$ cat config.mk
export PLATFORM = sky130hd
export DESIGN_NAME = gng_queue
export DESIGN_NICKNAME = d
export VERILOG_FILES = /design/src/rtl/gaussian_noise_generator_assert.svh /design/src/rtl/gng_pkg.sv /design/src/rtl/gng_queue.sv
export SDC_FILE = /design/constraint.sdc
export NUM_CORES = 1
export LEC_CHECK = 0
export BUFFER_PORTS_ARGS = -buffer_cell sky130_fd_sc_hd__buf_4
export CELL_PAD_IN_SITES_DETAIL_PLACEMENT = 0
export CELL_PAD_IN_SITES_GLOBAL_PLACEMENT = 1
export CORE_MARGIN = 5
export CORE_UTILIZATION = 40
export CTS_CLUSTER_SIZE = 28
export DETAILED_ROUTE_END_ITERATION = 12
export PLACE_DENSITY = 0.85
export SYNTH_ARGS = -nofsm -noshare
export SYNTH_HDL_FRONTEND = slang
export SYNTH_SLANG_ARGS = --single-unit
$ cat constraint.sdc
create_clock -name clk_i -period 2.44 [get_ports clk_i]
set_input_delay 0 -clock clk_i [delete_from_list [all_inputs] [get_ports clk_i]]
set_output_delay 0 -clock clk_i [all_outputs]
set_load 0.01 [all_outputs]
$ cat src/rtl/gaussian_noise_generator_assert.svh
// Assertion macros shared by the gaussian noise generator sources.
`ifndef GAUSSIAN_NOISE_GENERATOR_ASSERT_SVH
`define GAUSSIAN_NOISE_GENERATOR_ASSERT_SVH
// Checks a property on every rising edge outside reset.
`define GNG_ASSERT(lbl, prop, msg) \
  lbl: assert property (@(posedge clk_i) disable iff (!rst_ni) (prop)) else $error(msg);
// Checks an implication whose consequence is checked in the cycle after the cause.
`define GNG_ASSERT_NEXT(lbl, cause, effect, msg) \
  lbl: assert property (@(posedge clk_i) disable iff (!rst_ni) (cause) |=> (effect)) \
    else $error(msg);
`endif

$ cat src/rtl/gng_pkg.sv
// Shared types, constants and tables of the gaussian noise generator.
`timescale 1ns / 1ps
package gng_pkg;
  localparam int unsigned FracBits   = 12;
  localparam logic [31:0] LcgMul     = 32'd1664525;
  localparam logic [31:0] LcgAdd     = 32'd1013904223;
  localparam logic [28:0] TwoLn2Q28  = 29'd372130559;
  localparam logic [39:0] R2AtZero   = 40'd138453387389;
  localparam logic [33:0] CordicK    = 34'd652032874;
  localparam int unsigned CordicSteps = 30;
  localparam int unsigned LogSteps    = 30;
  localparam int unsigned SqrtSteps   = 20;
  localparam int unsigned QDepth      = 2;
  localparam int unsigned QPtrW       = 1;

  typedef struct packed {
    logic        valid;
    logic [15:0] a;
    logic [15:0] b;
  } q_wr_t;

  typedef struct packed {
    logic        full;
    logic        empty;
    logic [15:0] a;
    logic [15:0] b;
  } q_rd_t;

  // Position of the leading one of a nonzero 16-bit value.
  function automatic logic [3:0] lead_pos(input logic [15:0] v);
    logic [3:0] n;
    n = 4'd0;
    for (int i = 0; i < 16; i++) begin
      if (v[i]) n = 4'(i);
    end
    return n;
  endfunction

  // Arctangent of 2^-i in units of 2^-32 turn.
  function automatic logic [31:0] atan_turn(input logic [4:0] i);
    logic [31:0] r;
    case (i)
      5'd0:  r = 32'h20000000;
      5'd1:  r = 32'h12E4051E;
      5'd2:  r = 32'h09FB385B;
      5'd3:  r = 32'h051111D4;
      5'd4:  r = 32'h028B0D43;
      5'd5:  r = 32'h0145D7E1;
      5'd6:  r = 32'h00A2F61E;
      5'd7:  r = 32'h00517C55;
      5'd8:  r = 32'h0028BE53;
      5'd9:  r = 32'h00145F2F;
      5'd10: r = 32'h000A2F98;
      5'd11: r = 32'h000517CC;
      5'd12: r = 32'h00028BE6;
      5'd13: r = 32'h000145F3;
      5'd14: r = 32'h0000A2FA;
      5'd15: r = 32'h0000517D;
      5'd16: r = 32'h000028BE;
      5'd17: r = 32'h0000145F;
      5'd18: r = 32'h00000A30;
      5'd19: r = 32'h00000518;
      5'd20: r = 32'h0000028C;
      5'd21: r = 32'h00000146;
      5'd22: r = 32'h000000A3;
      5'd23: r = 32'h00000051;
      5'd24: r = 32'h00000029;
      5'd25: r = 32'h00000014;
      5'd26: r = 32'h0000000A;
      5'd27: r = 32'h00000005;
      5'd28: r = 32'h00000003;
      5'd29: r = 32'h00000001;
      default: r = 32'h00000000;
    endcase
    return r;
  endfunction
endpackage

$ cat src/rtl/gng_queue.sv
// Short queue of uniform pairs between the front and back ends.
`timescale 1ns / 1ps
module gng_queue import gng_pkg::*; (
  input  logic  clk_i,
  input  logic  rst_ni,
  input  q_wr_t wr_i,
  input  logic  pop_i,
  output q_rd_t rd_o
);
  logic [31:0]      mem_q [QDepth];
  logic [QPtrW-1:0] wptr_q, rptr_q;
  logic [QPtrW:0]   cnt_q;
  logic             push, pop;

  assign rd_o.full  = (cnt_q == (QPtrW+1)'(QDepth));
  assign rd_o.empty = (cnt_q == '0);
  assign rd_o.a     = mem_q[rptr_q][31:16];
  assign rd_o.b     = mem_q[rptr_q][15:0];
  assign push       = wr_i.valid && !rd_o.full;
  assign pop        = pop_i && !rd_o.empty;

  always_ff @(posedge clk_i) begin
    if (push) mem_q[wptr_q] <= {wr_i.a, wr_i.b};
  end

  always_ff @(posedge clk_i or negedge rst_ni) begin
    if (!rst_ni) begin
      wptr_q <= '0;
      rptr_q <= '0;
      cnt_q  <= '0;
    end else begin
      if (push) wptr_q <= wptr_q + 1'b1;
      if (pop)  rptr_q <= rptr_q + 1'b1;
      if (push && !pop) cnt_q <= cnt_q + 1'b1;
      else if (pop && !push) cnt_q <= cnt_q - 1'b1;
    end
  end
endmodule

Yosys cells after proc, flatten, opt, wreduce, memory -nomap -nowiden
Memories as Yosys holds them, arrays and structs flattened.
Cells that the tools add are included.
{"block": "totals", "input_bits": 36, "mem_count": 1, "word_cells": 23, "mem_bits_rw": 64, "regBits": 4}
{"block": "op_classes", "reduce_logical": 10, "eq_ne": 1, "n_mux": 4, "addsub": 4}
{"name": "mem_q", "words": 2, "width": 32, "read_ports": 1, "rd_ports_with_merged_regs": 0, "write_ports": 1, "line": "gng_queue.sv:10", "text": "logic [31:0] mem_q [QDepth];"}
{"op": "$logic_and A1 B1 Y1", "count": 4}
{"op": "$logic_not A1 Y1", "count": 4}
{"op": "$mux W2", "count": 2}
{"op": "$add A1 B1 Y1 const B", "count": 2}
{"op": "$add A2 B1 Y2 const B", "count": 1}
{"op": "$eq A2 B2 Y1 const B", "count": 1}
{"op": "$logic_not A2 Y1", "count": 1}
{"op": "$mux W1", "count": 2}
{"op": "$reduce_bool A2 Y1", "count": 1}
{"op": "$sub A2 B1 Y2 const B", "count": 1}

Logic depth before layout (Yosys ltp)
Gate-level depths: netlist (run 1).
{"block": "logic_depth", "word_depth": 7, "mapped_depth": 7, "depth_no_buf": 7}

Least setup slack after synthesis (run 1)
Ideal clock, no wire load.
{"block": "synth_timing", "kind": "register to register", "start": "reg cnt_q[0]", "end": "mem mem_q[0][0] (enable)", "setup_time_ns": 0.421, "arrival_ns": 2.004, "t_required_ns": 2.019, "stages_incl_launch_ff": 4, "n_path_buf": 0, "slack_ns": 0.015, "period_less_slack_ns": 2.425, "path_cell_list": "dfrtp_1 nand2b_1 nand2_1 nor2_1"}
{"block": "synth_between", "elab_chain_len": 5}
{"element": "from (decl)", "line": "gng_queue.sv:12", "text": "logic [QPtrW:0] cnt_q;"}
{"element": "from (signal assigned)", "line": "gng_queue.sv:34", "text": "if (push && !pop) cnt_q <= cnt_q + 1'b1;"}
{"element": "from (signal assigned)", "line": "gng_queue.sv:35", "text": "else if (pop && !push) cnt_q <= cnt_q - 1'b1;"}
{"element": "$eq A2 B2 Y1", "line": "gng_queue.sv:15", "text": "assign rd_o.full = (cnt_q == (QPtrW+1)'(QDepth));"}
{"element": "$logic_not A1 Y1", "line": "gng_queue.sv:19", "text": "assign push = wr_i.valid && !rd_o.full;"}
{"element": "$logic_and A1 B1 Y1", "line": "gng_queue.sv:19"}
{"element": "$mux W1", "line": "gng_queue.sv:23", "text": "if (push) mem_q[wptr_q] <= {wr_i.a, wr_i.b};"}
{"element": "$mux W1 (implied by the code)", "line": "gng_queue.sv:23"}
{"element": "to (decl)", "line": "gng_queue.sv:10"}
No other way between the ends.

==> key figures, run 1 <==
CTS
  – Num CTS Buffers: 9
  – Clk buf depth: 2
  – Gates resized, CTS repair: 0
  – Clock Pin Slew Worst Setup and Hold Paths: approximately 70 ps
  – H-tree depth: 3
  – Worst-Skew Late Latency: 330 ps
  – CTS tree: yes
  – Clock Sinks: 68
  – CTS Root Buffer Type: clkbuf_8

STA
  – Fin Setup TNS: 0 ps
  – RSZ-0062 raised after global routing: no
  – Final Critical Period: 1750 ps
  – Max Fclk: 571 MHz
  – Slew @ Worst Pin: 739 ps
  – # setup viols final: 0
  – Fin. max-slew vios: 0
  – Part of the cycle the worst path needs: 71.8%
  – Final Skew: approximately 5.6 ps
  – Endpoints failing hold: 0
  – Slew headroom: 50.8%

Floorplanning
  – Initial core utilization: about two fifths
  – Boundary Pins: 70
  – CORE AREA: 6420 um^2
  – DIE AREA: about 8400 um^2
  – Rows: 29
  – Die Span X: slightly above 90 um
  – Chip Height: 91.5 um

Detailed routing
  – DRC: 0
  – Antenna Nets Post-Route: 0
  – DRT Pass-1 Iters: 3
  – Routed wire length per instance: 14.4 um
  – Number of DRC markers in iteration 0: 60
  – DR vias: 1400
  – Vias/cell: 4.46
  – Total wire length: around 4500 um

Global routing
  – Vias in the first global route: 1529
  – Total track usage: ~12%
  – Largest net degree at the start of global routing: 33
  – Initial antenna violation count: 0
  – Global-route wire length before repair: 7280 um
  – Overflow after GRT: 0

Setup path
  – Crit path max fanout: 17
  – Crit path largest cell delay: 700 ps
  – Crit end category: primary output
  – Kind of cell adding the most delay to the critical path: flip-flops
  – Critical path's slowest cell: dfrtp_2
  – Setup CP Type: flip-flop to primary output
  – Critical path buffer and inverter count: 2
  – Critical Path AT: roughly 1800 ps
  – CP cell instances: buf_12, mux2_4, buf_4
  – Startpoint type of the worst setup path: flip-flop
  – CP Data Required Time: around 2400 ps

Synthesis
  – Share of synthesized area spent on multiplexers: approximately 18%
  – Synth Area in Simple Gates: 1.04%
  – Post-synthesis sequential area ratio: around 76%
  – Async SR Flop Fraction: ~5.9%
  – Ys Warns: 0
  – Cell variety after synth: 15
  – Compound-cell area share of the yosys netlist: less than 1%
  – Synthesized Nets: between 150 and 200
  – XOR/XNOR Fraction of Synth Area: 1.65%
  – Largest family of logic cells by synthesized area: multiplexers
  – EDFF count, synth: 64
  – Flops & latches, synth: 68
  – Post-synthesis area per instance: 22.3 um^2
  – Synth Flop Type: edfxtp_1
  – Synthesized instance count: between 100 and 150
  – Post-Synth Adder-Cell Area: 0.471%
  – Post-Syn Area: 2660 um^2

Layout
  – Fraction of layout cells with a size suffix above 1: 50.2%
  – Fin nets: 269
  – Final core utilization: roughly three fifths
  – Synth-to-Final Area Change: 41.9%
  – Diodes inserted: 0

Run status
  – Status: finished, final reports clean

Run
  – Max Cap Viol: 0

Min path
  – Worst hold path class: input port to flip-flop

Pwr
  – Leakage Power: 1.53 nW
  – VDD IR-drop max: 768 uV
  – Power Density: 1070 nW/um^2

Place
  – Dpl hpwl: 2990 um
  – Port Buf Inserts: 69
  – Placer Congestion: 0.684
[power by group]
part / leakage [nW] / switching (mW) / internal (mW) / total [mW]
sequential: 0.640 / 0.158 / 1.60 / 1.76
combinational: 0.799 / 0.592 / 0.852 / 1.44
clock: 0.0911 / 0.378 / 0.461 / 0.839
[synthesized netlist by cell type, types with 2 or more instances]
cell type | count | share of area [%]
xnor2_1 | 3 | 0.99
mux2_4 | 29 | 16
inv_1 | 2 | 0.28
edfxtp_1 | 64 | 72
buf_12 | 3 | 2.3
xor2_1 | 2 | 0.66
mux2_2 | 3 | 1.3
nor2_1 | 3 | 0.42
dfrtp_1 | 4 | 3.8
[flip-flops by register name, summed over array words and instances (netlist names)]
signal	flops
rptr_q	1
wptr_q	1
cnt_q	2
mem_q	64
[area by class of cell]
type | instances | area (um^2)
repair buffers | 106 | 896
clock inverters | 6 | 55.1
flip-flops and latches | 68 | 2020
well taps | 77 | 96.3
clock buffers | 10 | 128
multi-input cells | 45 | 567
inverters | 2 | 7.51
fillers | 505 | 2650
[routing by layer]
metal	part of all wire (%)	vias to the layer above	GRT usage, %
met5	0	-	0
met4	1.7	0	5.65
met3	7.8	8	5.12
met2	49	52	18.9
met1	41	659	12.7
li1	-	681	-
[worst register-to-register path: cells and delay by family, from the launching register on]
family	cells	cell delay, ps
simple gates	2	850
flops	1	420
[through the flow]
stage | instance area (um^2) | std cells | hold slack [ps] | total power [mW] | setup WS [ps]
after global placement | 3240 | 263 | -199 | 3.19 | 791
after floorplan | 2660 | 119 | -296 | 2.72 | 15.3
after CTS | 3770 | 314 | 41.7 | 4.12 | 633
after global routing | 3770 | 314 | 66.7 | 4.26 | 574
after detailed placement | 3240 | 263 | -199 | 3.22 | 751
final | 3770 | 314 | 60.7 | 4.05 | 688
[what timing repair did]
action / CTS / global route
hold endpoints to repair: 69 / 0
setup buffers: 0 / 0
setup endpoints to repair: 0 / 0
hold buffers: 35 / 0
[path summary, 6_finish.rpt]
kind	from	endpoint	slack, ps	cells after the start
min in group asynchronous	rst_ni	cnt_q[1]	570	3
max reg2reg	cnt_q[0]	mem_q[1][11]	790	2
min	wr_i[32]	wptr_q	60	3
max in group asynchronous	rst_ni	rptr_q	1670	3
min reg2reg	cnt_q[1]	cnt_q[1]	530	1
max	rptr_q	rd_o[23]	690	3
[kinds of logic after synthesis]
group,Yosys count
adders and majority gates,1
DFF,68
xor gates and xnor gates,5
muxes,32
and+or+nand+nor,6
buffers and inverters,6
AOI/OAI and AO/OA,1
[placed cells by master, fill, tap and decap left out]
cell and n:
and3_2 1, buf_12 1, buf_4 70, bufinv_16 1, clkbuf_1 1, clkbuf_8 9
clkinv_1 2, clkinv_2 2, clkinvlp_4 1, dfrtp_1 3, dfrtp_2 1, dlygate4sd3_1 35
edfxtp_1 64, ha_1 1, inv_1 2, mux2_2 3, mux2_4 29, nand2_1 1
nand2b_1 1, nor2_1 2, nor2_4 1, o21ai_1 1, xnor2_1 3, xor2_1 2
(Power assumes the default switching activity.)
==> inputs of run 2 (changes only) <==
clock period = 1.4 ns   (was 2.44 ns; I/O delays follow)
==> key figures, run 2 (synthesized netlist as in run 1, its figures left out) <==
Run status
  – Status: finished, final reports clean

Detailed routing
  – Vias/cell: 4.47
  – Number of DRC markers in iteration 0: 54
  – Antenna Nets Post-Route: 0
  – DR vias: around 1400
  – Total wire length: approximately 5000 um
  – DRT Pass-1 Iters: 4
  – Routed wire length per instance: 15.2 um
  – DRC: 0

Global routing
  – Largest net degree at the start of global routing: 21
  – Overflow after GRT: 0
  – Global-route wire length before repair: about 7500 um
  – Vias in the first global route: 1567
  – Initial antenna violation count: 0
  – Total track usage: 11.8%

STA
  – Final Critical Period: around 1400 ps
  – Fin Setup TNS: 0 ps
  – Slew @ Worst Pin: just over 200 ps
  – Part of the cycle the worst path needs: between 90% and 100%
  – Fin. max-slew vios: 0
  – Slew headroom: 86.5%
  – RSZ-0062 raised after global routing: yes
  – Min setup slack post-route: 9.00 ps
  – Endpoints failing hold: 0
  – Max Fclk: a little over 700 MHz
  – Final Skew: 7.83 ps
  – # setup viols final: 0

Run
  – Max Cap Viol: 0

Place
  – Placer Congestion: 0.713
  – Port Buf Inserts: 69
  – Dpl hpwl: 3130 um
  – Dpl cells: 268
  – DP Worst Slack: slightly below 50 ps

CTS
  – CTS tree: yes
  – Clock Pin Slew Worst Setup and Hold Paths: 70 ps
  – Num CTS Buffers: 9
  – Worst-Skew Late Latency: 320 ps
  – Clk buf depth: 2
  – Clock Sinks: 68
  – CTS Root Buffer Type: clkbuf_8
  – H-tree depth: 3

Layout
  – Synth-to-Final Area Change: 53.9%
  – Final std cells w/o fill: 324
  – Number of flip-flops in the largest register: 64
  – Fraction of layout cells with a size suffix above 1: between 50% and 60%
  – Diodes inserted: 0
  – Top reg by flops: mem_q
  – Final core utilization: 63.7%
  – Fin nets: 279
  – Commonest non-fill, non-tap cell in the layout: edfxtp_1
  – Most frequent cells in the layout: edfxtp_1 (64), buf_4 (40), dlygate4sd3_1 (37)
  – Largest registers: mem_q (64), cnt_q (2)

Setup path
  – Crit end category: primary output
  – Setup CP Type: flip-flop to primary output
  – Startpoint type of the worst setup path: flip-flop
  – Critical Path AT: around 1400 ps
  – Crit path max fanout: 20
  – CP Data Required Time: 1400 ps

Pwr
  – VDD IR-drop max: about 1100 uV
  – Power Density: 1920 nW/um^2
  – Leakage Power: ~1.7 nW

Floorplanning
  – CORE AREA: 6420 um^2
  – Boundary Pins: 70
  – DIE AREA: 8380 um^2
  – Chip Height: approximately 92 um
  – Initial core utilization: 41.4%
  – Die Span X: 91.5 um
  – Rows: 29

Min path
  – Worst hold path class: input port to flip-flop
-- run 2: changes by cell type in the layout (fill, tap and decap cells not counted), moves of 2 or more --
| cell | change |
|---|---|
| buf_4 | -30 |
| buf_12 | +6 |
| dlygate4sd3_1 | +2 |
| mux2_2 | -3 |
| mux2_4 | +3 |
| buf_6 | +32 |
| clkinv_1 | -2 |
-- run 2: routing by layer --
layer,track usage (%),vias up,share of wire [%]
met5,0,-,0
met3,4.30,2,7.0
met1,14.1,680,42
met2,18.9,63,51
li1,-,703,-
met4,5.65,0,0.081
-- run 2: report_power, final --
part | switching, mW | leakage [nW] | internal, mW
Combinational | 1.33 | 0.931 | 2.07
Sequential | 0.179 | 0.639 | 2.79
Clock | 0.647 | 0.0931 | 0.814
-- run 2: final cells by class --
type / instances / area [um^2]
multi-input combinational: 45 / 609
sequential: 68 / 2020
clock buffer: 11 / 131
fill: 439 / 2330
inverter: 2 / 7.51
clock inverter: 5 / 52.6
timing repair buffer: 116 / 1170
tap: 77 / 96.3
-- run 2: worst max-delay path, cell delays in order, from the launching register on --
cell and delay, ps:
dfrtp_2 410, buf_12 200, mux2_4 330, buf_6 120
-- run 2: repair_timing --
| action | 4_1_cts | 5_1_grt |
|---|---|---|
| buffers inserted | 1 | 2 |
| hold buffers | 36 | 1 |
| endpoints found under the setup margin | 27 | 33 |
| hold endpoints to repair | 69 | 1 |
| cloned | 0 | 0 |
| pin swaps | 0 | 2 |
| gates resized for setup | 29 | 11 |
-- run 2: per-stage QoR --
step           total power, mW  hold WS, ps  instance area [um^2]
2_1_floorplan             4.78         -296                  2680
3_5_place_dp              5.90         -199                  3350
6_report                  7.84          407                  4090
3_3_place_gp              5.86         -200                  3350
5_1_grt                   8.23          376                  4090
4_1_cts                   7.78         2.65                  4020
-- run 2: worst paths after layout --
check                               end  slack [ps]  startpoint  cells past startpoint
max                            rd_o[22]           9      rptr_q                      3
min                        mem_q[1][12]         410    wr_i[12]                      2
max reg2reg                mem_q[0][25]          20    cnt_q[1]                      5
min reg2reg                      wptr_q         550      wptr_q                      1
max in group asynchronous        wptr_q         190      rst_ni                      4
min in group asynchronous      cnt_q[1]         560      rst_ni                      3
