[src/rtl/gaussian_noise_generator_assert.svh]
// Assertion macros shared by the gaussian noise generator sources.
`ifndef GAUSSIAN_NOISE_GENERATOR_ASSERT_SVH
`define GAUSSIAN_NOISE_GENERATOR_ASSERT_SVH
// Checks a property on every rising edge outside reset.
`define GNG_ASSERT(lbl, prop, msg) \
  lbl: assert property (@(posedge clk_i) disable iff (!rst_ni) (prop)) else $error(msg);
// Checks an implication whose consequence is checked in the cycle after the cause.
`define GNG_ASSERT_NEXT(lbl, cause, effect, msg) \
  lbl: assert property (@(posedge clk_i) disable iff (!rst_ni) (cause) |=> (effect)) \
    else $error(msg);
`endif

[src/rtl/gng_pkg.sv]
// Shared types, constants and tables of the gaussian noise generator.
`timescale 1ns / 1ps
package gng_pkg;
  localparam int unsigned FracBits   = 12;
  localparam logic [31:0] LcgMul     = 32'd1664525;
  localparam logic [31:0] LcgAdd     = 32'd1013904223;
  localparam logic [28:0] TwoLn2Q28  = 29'd372130559;
  localparam logic [39:0] R2AtZero   = 40'd138453387389;
  localparam logic [33:0] CordicK    = 34'd652032874;
  localparam int unsigned CordicSteps = 30;
  localparam int unsigned LogSteps    = 30;
  localparam int unsigned SqrtSteps   = 20;
  localparam int unsigned QDepth      = 2;
  localparam int unsigned QPtrW       = 1;

  typedef struct packed {
    logic        valid;
    logic [15:0] a;
    logic [15:0] b;
  } q_wr_t;

  typedef struct packed {
    logic        full;
    logic        empty;
    logic [15:0] a;
    logic [15:0] b;
  } q_rd_t;

  // Position of the leading one of a nonzero 16-bit value.
  function automatic logic [3:0] lead_pos(input logic [15:0] v);
    logic [3:0] n;
    n = 4'd0;
    for (int i = 0; i < 16; i++) begin
      if (v[i]) n = 4'(i);
    end
    return n;
  endfunction

  // Arctangent of 2^-i in units of 2^-32 turn.
  function automatic logic [31:0] atan_turn(input logic [4:0] i);
    logic [31:0] r;
    case (i)
      5'd0:  r = 32'h20000000;
      5'd1:  r = 32'h12E4051E;
      5'd2:  r = 32'h09FB385B;
      5'd3:  r = 32'h051111D4;
      5'd4:  r = 32'h028B0D43;
      5'd5:  r = 32'h0145D7E1;
      5'd6:  r = 32'h00A2F61E;
      5'd7:  r = 32'h00517C55;
      5'd8:  r = 32'h0028BE53;
      5'd9:  r = 32'h00145F2F;
      5'd10: r = 32'h000A2F98;
      5'd11: r = 32'h000517CC;
      5'd12: r = 32'h00028BE6;
      5'd13: r = 32'h000145F3;
      5'd14: r = 32'h0000A2FA;
      5'd15: r = 32'h0000517D;
      5'd16: r = 32'h000028BE;
      5'd17: r = 32'h0000145F;
      5'd18: r = 32'h00000A30;
      5'd19: r = 32'h00000518;
      5'd20: r = 32'h0000028C;
      5'd21: r = 32'h00000146;
      5'd22: r = 32'h000000A3;
      5'd23: r = 32'h00000051;
      5'd24: r = 32'h00000029;
      5'd25: r = 32'h00000014;
      5'd26: r = 32'h0000000A;
      5'd27: r = 32'h00000005;
      5'd28: r = 32'h00000003;
      5'd29: r = 32'h00000001;
      default: r = 32'h00000000;
    endcase
    return r;
  endfunction
endpackage

[src/rtl/gng_front.sv]
// Front end: takes requests, steps the LCG twice and queues the two uniforms.
`timescale 1ns / 1ps
module gng_front import gng_pkg::*; (
  input  logic        clk_i,
  input  logic        rst_ni,
  input  logic        req_valid_i,
  output logic        req_ready_o,
  input  logic        restart_i,
  input  logic [31:0] seed_i,
  input  logic        q_full_i,
  output q_wr_t       q_wr_o
);
  localparam logic [1:0] StIdle = 2'd0;
  localparam logic [1:0] StOne  = 2'd1;
  localparam logic [1:0] StTwo  = 2'd2;
  localparam logic [1:0] StPush = 2'd3;

  logic [1:0]  state_q, state_d;
  logic [31:0] lcg_q, lcg_d;
  logic [15:0] a_q, a_d;
  logic [15:0] b_q, b_d;
  logic [31:0] lcg_nxt;

  assign lcg_nxt     = lcg_q * LcgMul + LcgAdd;
  assign req_ready_o = (state_q == StIdle);

  always_comb begin
    state_d = state_q;
    lcg_d   = lcg_q;
    a_d     = a_q;
    b_d     = b_q;
    q_wr_o  = '{valid: 1'b0, a: a_q, b: b_q};
    case (state_q)
      StIdle: begin
        if (req_valid_i) begin
          if (restart_i) lcg_d = seed_i;
          state_d = StOne;
        end
      end
      StOne: begin
        lcg_d   = lcg_nxt;
        a_d     = lcg_nxt[23:8];
        state_d = StTwo;
      end
      StTwo: begin
        lcg_d   = lcg_nxt;
        b_d     = lcg_nxt[23:8];
        state_d = StPush;
      end
      StPush: begin
        if (!q_full_i) begin
          q_wr_o.valid = 1'b1;
          state_d      = StIdle;
        end
      end
      default: state_d = StIdle;
    endcase
  end

  always_ff @(posedge clk_i or negedge rst_ni) begin
    if (!rst_ni) begin
      state_q <= StIdle;
      lcg_q   <= 32'd1;
    end else begin
      state_q <= state_d;
      lcg_q   <= lcg_d;
    end
  end

  always_ff @(posedge clk_i) begin
    a_q <= a_d;
    b_q <= b_d;
  end
endmodule

[config.mk]
export PLATFORM = sky130hd
export DESIGN_NAME = gng_front
export DESIGN_NICKNAME = d
export VERILOG_FILES = /design/src/rtl/gaussian_noise_generator_assert.svh /design/src/rtl/gng_pkg.sv /design/src/rtl/gng_front.sv
export SDC_FILE = /design/constraint.sdc
export NUM_CORES = 1
export LEC_CHECK = 0
export ABC_AREA = 1
export BUFFER_PORTS_ARGS = -buffer_cell sky130_fd_sc_hd__buf_4
export CAP_MARGIN = 20
export CORE_MARGIN = 1
export CORE_UTILIZATION = 44
export CTS_CLUSTER_SIZE = 28
export DETAILED_ROUTE_END_ITERATION = 16
export GPL_ROUTABILITY_DRIVEN = 0
export GPL_TIMING_DRIVEN = 1
export HOLD_SLACK_MARGIN = 0.02
export MAX_ROUTING_LAYER = met4
export SLEW_MARGIN = 0
export SYNTH_ARGS = -nofsm -noshare
export SYNTH_HDL_FRONTEND = slang
export SYNTH_SLANG_ARGS = --single-unit
[constraint.sdc]
create_clock -name clk_i -period 7.1 [get_ports clk_i]
set_clock_uncertainty 0.15 [all_clocks]
set_input_delay 1.065 -clock clk_i [delete_from_list [all_inputs] [get_ports clk_i]]
set_output_delay 1.065 -clock clk_i [all_outputs]
set_load 0.05 [all_outputs]
* Word-level counts from Yosys, hierarchy flattened *
Cells that the tools add are included.

word-level totals
  logic and storage cells = 25
  bits of input ports = 37
  output and inout port bits = 34
  bits in registers = 66

cells by class
  add/subtract/negate cells = 1
  reductions and logical operators = 5
  $mul = 1
  muxes and demuxes = 8
  eq/ne operators = 6

operator list
  cell                                                                      count
  32-bit 2-to-1 mux                                                         2
  32-bit case mux with 2 select lines                                       1
  32-bit by 30-bit adder with 32-bit output (second input constant)         1
  32-bit by 21-bit multiplier with 32-bit output (second input constant)    1
  2-bit case mux with 4 select lines                                        1
  2-bit equality test (second input constant)                               2
  2-bit 2-to-1 mux                                                          2
  2-bit inequality test (second input constant)                             2
  3-bit AND reduction                                                       1
  2-bit by 1-bit equality test with 1-bit output (second input constant)    1
  2-bit zero test                                                           1
  1-bit 2-to-1 mux                                                          2
  2-bit by 1-bit inequality test with 1-bit output (second input constant)  1
  2-bit AND reduction                                                       1
  2-bit nonzero test                                                        1
  2-bit OR reduction                                                        1

* Logic depth before layout (Yosys ltp) *
Gate-level depths: netlist of the first run.

  word-level depth = 4
  depth in mapped cells = 27
  mapped depth without buffers = 27

* Worst setup path after synthesis of the first run *
OpenSTA, ideal clock, no wires.

  path type = register to register
  start = register lcg_q[1]
  end = register a_q[15], data pin
  data required time = 6.692 ns
  path buffers = 0
  arrival = 5.210 ns
  setup time = 0.258 ns
  path slack = 1.483 ns
  cell stages (with the launch flop) = 20
  cell sequence = dfrtp_1 inv_1 ha_1 inv_1 fa_1 inv_1 fa_1 fa_1 fa_1 inv_1 fa_1 fa_1 ha_1 nand2_1 nor2_1 and2_1 nor3b_1 nor2_1 nand3_1 nand2_1

on the way
  longest elaborated chain between the ends = 2

ends and longest elaborated chain
  what                                            RTL line         RTL
  start, declared                                 gng_front.sv:19  logic [31:0] lcg_q, lcg_d;
  start signal, assigned                          gng_front.sv:66  lcg_q <= lcg_d;
  32-bit by 21-bit multiplier with 32-bit output  gng_front.sv:24  assign lcg_nxt = lcg_q * LcgMul + LcgAdd;
  32-bit by 30-bit adder with 32-bit output       gng_front.sv:24
  via lcg_nxt[23]                                 gng_front.sv:22  logic [31:0] lcg_nxt;
  end signal, assigned                            gng_front.sv:71  a_q <= a_d;
  end, declared                                   gng_front.sv:20  logic [15:0] a_q, a_d;

The timed path passes the listed nets, and every way through them passes these cells.
A chain may end at the register's enable or synchronous reset.

* Worst setup path after layout of the first run *
  start = register lcg_q[1]
  end = register lcg_q[21]

on the way
  longest elaborated chain between the ends = 3

ends and longest elaborated chain
  what                                            RTL line         RTL
  32-bit by 21-bit multiplier with 32-bit output  gng_front.sv:24
  32-bit by 30-bit adder with 32-bit output       gng_front.sv:24
  via lcg_nxt[21]                                 gng_front.sv:22
  32-bit case mux with 2 select lines             gng_front.sv:33  case (state_q)

The timed path passes the listed nets, and every way through them passes these cells.

==> flow_summary_export.csv, run 1 <==
group,metric,value,unit
yosys,netlist.top_cell.by_area,"fa_1",
yosys,synth_nets,1057,
drt,vias,5372,
sta,maxSlewViolCount,0,
drt,dr.pass1.iters,4,
yosys,synth_compound_area_share,7.31,%
grt,grt.total_usage,24.3,%
yosys,avgSynthCellArea,8.66,um^2
worst_setup_path,cp_top_family,"adder cells",
cts,cts_resized,0,
placed_design,placed_cell_area,0.00789,mm^2
cells_and_area,mostFrequentLayoutCells,"inv_1 (210), nand2_1 (152), ha_1 (115)",
sta,finalSetupViolations,0,
worst_setup_path,cp-end-kind,"flop",
placed_design,port_buffers,62,
yosys,synth_top_family_by_area,"adder cells",
yosys,synth_ff_type,"edfxtp_1",
worst_setup_path,required,7.23,ns
sta,finalCriticalPeriod,6.35,ns
placed_design,dpl_worst_slack,0.784,ns
worst_setup_path,path_class,"flop to flop",
sta,tightest_slew,0.825,ns
yosys,synth_area,0.00717,mm^2
drt,ant_nets,0,
yosys,syn_inst,828,
placed_design,dpl.hpwl,15.3,mm
yosys,yosys.area_share.simple,14.3,%
yosys,synth_edf_count,32,
yosys,async_reset_ff_share,44.8,%
drt,dr.first_iter.drc_count,297,
floorplanning,dieWidth,130,um
cts,cts_inserted_buffers,9,
outcome,status,"finished clean",
worst_setup_path,crit_path_frequent_cell,"fa_1",
grt,antenna_found_initial,0,
cts,postCtsSetupRepairBufs,0,
drt,drc_errors,0,
cts,cts_root_buffer,"clkbuf_16",
cts,clk_pin_slew,0.06,ns
worst_setup_path,crit_chain,"inv_1, ha_1, xor2_1, xor2_1, fa_1, inv_1, fa_1, fa_1, fa_1, inv_1, fa_1, inv_1, ha_1, nand2_1, nor2_1, and3_1, nand4_1, nand3_1, xor2_1, o21ai_1, nand2_1",
sta,timing.final.crit_share,89.4,%
yosys,yosysSeqAreaShare,22.5,%
worst_hold_path,hold_path.class,"flop to flop",
grt,grt_pass1_wl,28.9,mm
worst_setup_path,worst-path-buf-inv,4,
cts,cts_buffer_depth,2,
drt,finalWirelength,18.0,mm
worst_setup_path,critical_path.max_fanout,9,
yosys,synthTopCellsByArea,"fa_1 (21%), ha_1 (20%), edfxtp_1 (13%)",
cells_and_area,fin_area,0.00821,mm^2
drt,viasPerCell,4.82,
sta,finalSetupTns,0,ns
floorplanning,std_cell_rows,46,
yosys,synth_cell_types,42,
sta,report.final.hold_viol_count,0,
yosys,muxShareOfSynthArea,0,%
yosys,synth_xor_area_share,2.69,%
yosys,synth-seq-cells,58,
yosys,yosys_warnings,0,
cts,clock-sinks,58,
cells_and_area,layout_commonest_cell,"inv_1",
sta,setup_slack,0.751,ns
floorplanning,dieArea,0.0168,mm^2
floorplanning,die_y,130,um
cells_and_area,num_antenna_cells,0,
floorplanning,io_pins,71,
worst_setup_path,worstPathArrival,6.48,ns
worst_setup_path,cp_slowest_cell,"fa_1",
floorplanning,initial_core_util,45.2,%
grt,grt_pass1_vias,5436,
sta,maxSlewHeadroom,45.0,%
cts,cts_tree,"built",
grt,overflow,0,
cts,clk-insertion-delay-late,0.34,ns
floorplanning,core_region_area,0.0159,mm^2
sta,rsz0062_at_grt,"false",
grt,grt_max_degree,31,
sta,max_freq,157,MHz
worst_setup_path,max_stage_delay,0.60,ns
run,max_cap_viol_count,0,
cells_and_area,finalNetCount,1123,
cells_and_area,drive_gt1_share,11.1,%
yosys,yosys.area.top_type_share,21.5,%
cts,cts_hold_buffers,0,
cells_and_area,area_growth_syn_to_layout,14.4,%
cts,h-tree-depth,3,
drt,routedWlPerCell,16.1,um
worst_setup_path,cp-start-kind,"flop",
yosys,synth_fa_ha_area_share,41.5,%
==> synthesized netlist by cell type, types with 4 or more instances <==
| cell | n |
|---|---|
| ha_1 | 115 |
| fa_1 | 77 |
| buf_2 | 4 |
| nand2_1 | 152 |
| o21ai_1 | 5 |
| nand2_2 | 6 |
| o21ai_0 | 33 |
| nand4_1 | 4 |
| xnor2_1 | 5 |
| dfrtp_1 | 25 |
| clkbuf_1 | 5 |
| a21oi_1 | 26 |
| nor2_1 | 50 |
| inv_1 | 210 |
| xor2_1 | 17 |
| nand3_1 | 27 |
| edfxtp_1 | 32 |
==> kinds of logic (layout without fill, tap and decap cells) <==
| kind of cell | count (synthesis) | in the layout |
|---|---|---|
| AOI/OAI and AO/OA | 87 | 87 |
| xor gates and xnor gates | 22 | 22 |
| adders and majority gates | 192 | 192 |
| buffers and inverters | 220 | 291 |
| DFF | 58 | 58 |
| and+or+nand+nor | 249 | 249 |
==> worst reg2reg max path, delay by kind of cell, from the launching register on <==
family | cells | cell delay [ns]
compound gates | 1 | 0.12
xor+xnor | 3 | 0.77
fa+ha+maj | 7 | 3.52
buf+inv | 4 | 0.43
flops | 1 | 0.51
simple gates | 6 | 0.79
==> per-layer routing <==
layer	up-vias	track usage, %	share of wire [%]
met5	-	-	0
met2	98	38.8	47
li1	2696	-	-
met1	2558	32.4	47
met4	0	7.18	2.0
met3	20	3.14	3.4
==> sequential cells by signal, indices dropped and copies added (netlist names) <==
name / cells
state_q: 2
b_q: 16
a_q: 16
lcg_q: 24
==> layout make-up <==
cell class	count	area [um^2]
repair buffers	65	488
multi-input cells	550	4730
fillers	1538	7680
inverters	210	788
clock inverters	5	77.6
flip-flops and latches	58	1610
well taps	216	270
clock buffers	11	243
==> path summary, 6_finish.rpt <==
path	start	end	slack [ns]	depth (start not counted)
worst max-delay path	lcg_q[1]	lcg_q[21]	0.75	21
worst min-delay path	state_q[1]	state_q[1]	0.40	2
worst max register to register	lcg_q[1]	lcg_q[21]	0.75	21
worst min register to register	state_q[1]	state_q[1]	0.40	2
max in group asynchronous	rst_ni	lcg_q[0]	5.94	1
min in group asynchronous	rst_ni	lcg_q[23]	0.51	1
==> metrics by stage <==
| step | utilization, % | cells | hold WS [ns] |
|---|---|---|---|
| 5_1_grt | 51.7 | 1115 | 0.436 |
| 4_1_cts | 51.7 | 1115 | 0.397 |
| 6_report | 51.7 | 1115 | 0.396 |
| 2_1_floorplan | - | 828 | 0.352 |
| 3_3_place_gp | 49.6 | 1099 | 0.380 |
| 3_5_place_dp | 49.6 | 1099 | 0.383 |
Power of run 1 is left out: the tool's default activity adds up to more than one toggle a clock period on the data nets, which glitch-free logic cannot reach.
==> run 2: changes to the inputs <==
Settings changed: CTS_BUF_LIST set to sky130_fd_sc_hd__clkbuf_8.
==> run 2 against run 1 <==
Compared with the run above:
- maximum frequency up 0.26%
- critical path depth is the same
- routed wire length fell by 0.58%
- largest cell class unchanged
==> flow_summary_export.csv, run 2 (synthesis results as in run 1) <==
group,metric,value,unit
worst_setup_path,worst-path-buf-inv,4,
floorplanning,io_pins,71,
floorplanning,std_cell_rows,46,
run,max_cap_viol_count,0,
worst_setup_path,cp_top_family,"adder cells",
grt,grt_pass1_wl,28.7,mm
drt,drc_errors,0,
cells_and_area,mostFrequentLayoutCells,"inv_1 (211), nand2_1 (152), ha_1 (115)",
worst_hold_path,min-delay-start,"state_q[1]",
cts,cts_inserted_buffers,9,
worst_setup_path,reg2regPathDepth,21,
worst_hold_path,holdPathStages,2,
cells_and_area,finalNetCount,1123,
sta,maxSlewViolCount,0,
cts,cts_buffer_depth,2,
worst_hold_path,hold_path.class,"flop to flop",
sta,tightest_slew,0.828,ns
sta,finalCriticalPeriod,6.33,ns
worst_setup_path,crit_path_frequent_cell,"fa_1",
grt,grt_pass1_vias,5418,
cts,cts_tree,"built",
cts,clk-insertion-delay-late,0.36,ns
drt,dr.pass1.iters,5,
cts,cts_hold_buffers,0,
worst_hold_path,min_to,"state_q[1]",
placed_design,dpl.hpwl,15.3,mm
drt,viasPerCell,4.83,
drt,routedWlPerCell,16.0,um
floorplanning,dieWidth,130,um
floorplanning,core_region_area,0.0159,mm^2
grt,overflow,0,
worst_setup_path,r2r_slack,0.77,ns
cts,cts_resized,0,
worst_setup_path,required,7.24,ns
grt,antenna_found_initial,0,
drt,finalWirelength,17.9,mm
cells_and_area,layout_commonest_cell,"inv_1",
drt,dr.first_iter.drc_count,305,
sta,finalSetupTns,0,ns
cells_and_area,num_antenna_cells,0,
worst_setup_path,cp_slowest_cell,"fa_1",
grt,grt.total_usage,24.1,%
placed_design,port_buffers,62,
worst_setup_path,worstPathArrival,6.48,ns
cells_and_area,regMostFlops,"lcg_q",
drt,vias,5381,
outcome,status,"finished clean",
sta,timing.final.crit_share,89.2,%
cts,clock-sinks,58,
cells_and_area,area_growth_syn_to_layout,13.0,%
worst_setup_path,r2r_start,"lcg_q[1]",
floorplanning,dieArea,0.0168,mm^2
cts,clk_pin_slew,0.07,ns
worst_setup_path,worstSetupStartpoint,"lcg_q[1]",
sta,setup_slack,0.767,ns
worst_setup_path,path_class,"flop to flop",
cells_and_area,reg_top3,"lcg_q (24), a_q (16), b_q (16)",
sta,report.final.hold_viol_count,0,
cts,cts_root_buffer,"clkbuf_8",
drt,ant_nets,0,
sta,max_freq,158,MHz
sta,rsz0062_at_grt,"false",
floorplanning,die_y,130,um
floorplanning,initial_core_util,45.2,%
cells_and_area,drive_gt1_share,11.1,%
grt,grt_max_degree,31,
cts,h-tree-depth,3,
placed_design,dpl_worst_slack,0.784,ns
sta,maxSlewHeadroom,44.8,%
worst_setup_path,crit_chain,"inv_1, ha_1, xor2_1, xor2_1, fa_1, inv_1, fa_1, fa_1, fa_1, inv_1, fa_1, inv_1, ha_1, nand2_1, nor2_1, and3_1, nand4_1, nand3_1, xor2_1, o21ai_1, nand2_1",
worst_setup_path,r2r-end,"lcg_q[21]",
cts,postCtsSetupRepairBufs,0,
worst_setup_path,critical_path.max_fanout,9,
sta,finalSetupViolations,0,
worst_setup_path,cp-end-kind,"flop",
worst_setup_path,max_stage_delay,0.60,ns
cells_and_area,largest_reg_flops,24,
worst_setup_path,cp-start-kind,"flop",
==> run 2: cell types whose count changed in the layout (fill, tap and decap cells not counted) <==
cell | previous run | this run
inv_1 | 210 | 211
clkbuf_8 | 1 | 10
clkbuf_16 | 9 | 0
clkbuf_1 | 1 | 0
==> run 2: layer usage <==
layer  share of wire (%)  up-vias  GRT usage, %
li1                    -     2691             -
met1                  48     2562          32.5
met2                  47      103          38.0
met4                 2.4        0          6.84
met5                   0        -             -
met3                 3.1       25          3.26
==> run 2: cell type report <==
| cell class | count | area, um^2 |
|---|---|---|
| tap | 216 | 270 |
| clock buffer | 10 | 138 |
| timing repair buffer | 65 | 488 |
| fill | 1547 | 7780 |
| clock inverter | 6 | 81.3 |
| multi-input combinational | 550 | 4730 |
| inverter | 210 | 788 |
| sequential | 58 | 1610 |
==> run 2: worst max-delay path by stage <==
stage,end,slack [ns],depth (start not counted)
floorplan,a_q[15],1.48,19
global placement,lcg_q[21],0.85,21
detailed placement,lcg_q[21],0.78,21
CTS,lcg_q[21],0.76,21
global route,a_q[15],0.45,22
finish,lcg_q[21],0.77,21
==> run 2: worst register-to-register path: cells and delay by family, from the launching register on <==
| family | cells | cell delay, ns |
|---|---|---|
| adders and majority gates | 7 | 3.52 |
| AOI/OAI and AO/OA | 1 | 0.12 |
| DFF | 1 | 0.51 |
| buffers and inverters | 4 | 0.43 |
| and+or+nand+nor | 6 | 0.79 |
| xor gates and xnor gates | 3 | 0.76 |
==> run 2: per-stage QoR <==
stage	area [um^2]	cells	hold slack, ns	util [%]
after floorplan	7170	828	0.352	-
after global placement	7890	1099	0.380	49.6
after detailed placement	7890	1099	0.383	49.6
after CTS	8100	1115	0.401	51.0
after global routing	8100	1115	0.442	51.0
final	8100	1115	0.398	51.0
Power of run 2 is left out for the same reason.
==> run 3: changes to the inputs <==
Clock period 7.1 ns to 5.7 ns, I/O delays scaled along.
==> run 3 against run 2 <==
Compared with the run above:
- global-route usage increased by 0.64 points
- sequential cell count stayed put
- worst hold slack lost 0.12 ns
- design area up 7.6%
- utilization up 3.9 points
- critical path depth is 4 lower
==> flow_summary_export.csv, run 3 (synthesis results as in run 1) <==
group,metric,value,unit
cells_and_area,num_antenna_cells,0,
drt,routedWlPerCell,15.9,um
grt,grt_use_met2,39.9,%
drt,drc_errors,0,
drt,viasPerCell,4.79,
drt,dr.first_iter.drc_count,376,
cells_and_area,fill_cells,1499,
grt,grt_pass1_wl,29.4,mm
cells_and_area,largest_reg_flops,24,
floorplanning,die_y,130,um
grt,grt_pass1_vias,5634,
grt,grt.met3_usage,3.26,%
worst_setup_path,path_class,"flop to flop",
cells_and_area,mostFrequentLayoutCells,"inv_1 (208), nand2_1 (149), buf_4 (114)",
drt,vias,5578,
sta,timing.final.crit_share,97.0,%
worst_setup_path,critical_path.max_fanout,4,
cells_and_area,drive_gt1_share,20.5,%
floorplanning,dieWidth,130,um
worst_setup_path,required,5.65,ns
grt,grt_max_degree,31,
cts,cts_inserted_buffers,9,
worst_setup_path,worstPathArrival,5.48,ns
sta,rsz0062_at_grt,"true",
floorplanning,initial_core_util,45.2,%
placed_design,port_buffers,62,
cts,clk_pin_slew,0.08,ns
sta,report.final.hold_viol_count,0,
sta,finalSetupTns,0,ns
cells_and_area,area_growth_syn_to_layout,21.6,%
cells_and_area,reg_top3,"lcg_q (24), a_q (16), b_q (16)",
cts,cts_buffer_depth,2,
grt,antenna_found_initial,0,
grt,overflow,0,
floorplanning,dieArea,0.0168,mm^2
grt,grt.total_usage,24.8,%
cells_and_area,finalNetCount,1172,
worst_setup_path,cp-start-kind,"flop",
worst_hold_path,hold_path.class,"input pin to async pin",
drt,ant_nets,0,
cts,h-tree-depth,3,
placed_design,dp.cells,1143,
cells_and_area,stdcell_count,1164,
floorplanning,io_pins,71,
cells_and_area,layout_commonest_cell,"inv_1",
floorplanning,core_region_area,0.0159,mm^2
cts,cts_hold_buffers,0,
outcome,status,"finished clean",
floorplanning,std_cell_rows,46,
sta,tightest_slew,0.836,ns
sta,finalCriticalPeriod,5.53,ns
placed_design,dpl.hpwl,15.8,mm
grt,met1_usage,32.7,%
cts,clk-insertion-delay-late,0.36,ns
worst_setup_path,cp-end-kind,"flop",
sta,max_freq,181,MHz
run,max_cap_viol_count,0,
drt,dr.pass1.iters,5,
grt,busiest_layer,"met2",
cts,cts_tree,"built",
cts,cts_root_buffer,"clkbuf_8",
cells_and_area,regMostFlops,"lcg_q",
cts,clock-sinks,58,
sta,maxSlewHeadroom,44.3,%
drt,finalWirelength,18.6,mm
worst_setup_path,reg2regPathDepth,17,
sta,finalSetupViolations,0,
sta,maxSlewViolCount,0,
-- run 3: cell count changes in the layout (fill, tap and decap cells not counted), moves of 6 or more --
cell	change
a21oi_1	-6
a21oi_2	+6
buf_4	+49
ha_1	-11
ha_4	+10
nor2_1	-6
-- run 3: metrics by stage --
| stage | hold slack (ns) | utilization [%] | cell area (um^2) | setup WS [ns] |
|---|---|---|---|---|
| floorplan | 0.352 | - | 7170 | 0.0829 |
| global placement | 0.389 | 51.7 | 8220 | -0.00658 |
| detailed placement | 0.386 | 51.7 | 8220 | -0.0364 |
| CTS | 0.283 | 53.3 | 8470 | -0.0135 |
| global route | 0.294 | 54.9 | 8720 | -0.0333 |
| finish | 0.283 | 54.9 | 8720 | 0.169 |
-- run 3: routing by layer --
| metal | up-vias | share of wire, % |
|---|---|---|
| met5 | - | 0 |
| met4 | 0 | 2.0 |
| met3 | 24 | 3.7 |
| met2 | 109 | 48 |
| met1 | 2661 | 46 |
| li1 | 2784 | - |
-- run 3: worst paths after layout --
| kind | slack, ns | endpoint | start |
|---|---|---|---|
| max | 0.17 | b_q[15] | lcg_q[3] |
| min | 0.28 | lcg_q[23] | rst_ni |
| max reg2reg | 0.17 | b_q[15] | lcg_q[3] |
| min reg2reg | 0.40 | state_q[0] | state_q[0] |
| min in group clk_i | 0.40 | state_q[0] | state_q[0] |
| max in group asynchronous | 4.76 | lcg_q[0] | rst_ni |
-- run 3: critical path: stages, from the launching register on --
cell and delay (ns):
dfrtp_1 0.40, inv_1 0.06, ha_1 0.32, fa_1 0.51
fa_2 0.53, fa_1 0.57, fa_1 0.45, fa_1 0.53
fa_1 0.56, inv_1 0.08, ha_4 0.29, nand2_1 0.07
nor2_2 0.14, and2_4 0.16, nor3b_4 0.20, nor2_4 0.07
nand3_1 0.10, nand2_1 0.09
-- run 3: layout make-up --
class	count	area (um^2)	share of cell area, %
multi-input combinational	550	4980	57.1
sequential	58	1610	18.5
timing repair buffer	114	856	9.81
inverter	210	788	9.04
tap	216	270	3.10
clock buffer	9	124	1.42
clock inverter	7	93.8	1.08
-- run 3: what timing repair did --
item / CTS / global route
endpoints found under the setup margin: 7 / 19
gates resized for setup: 4 / 45
pin swaps: 0 / 24
setup buffers: 2 / 3
Power of run 3 is left out for the same reason.
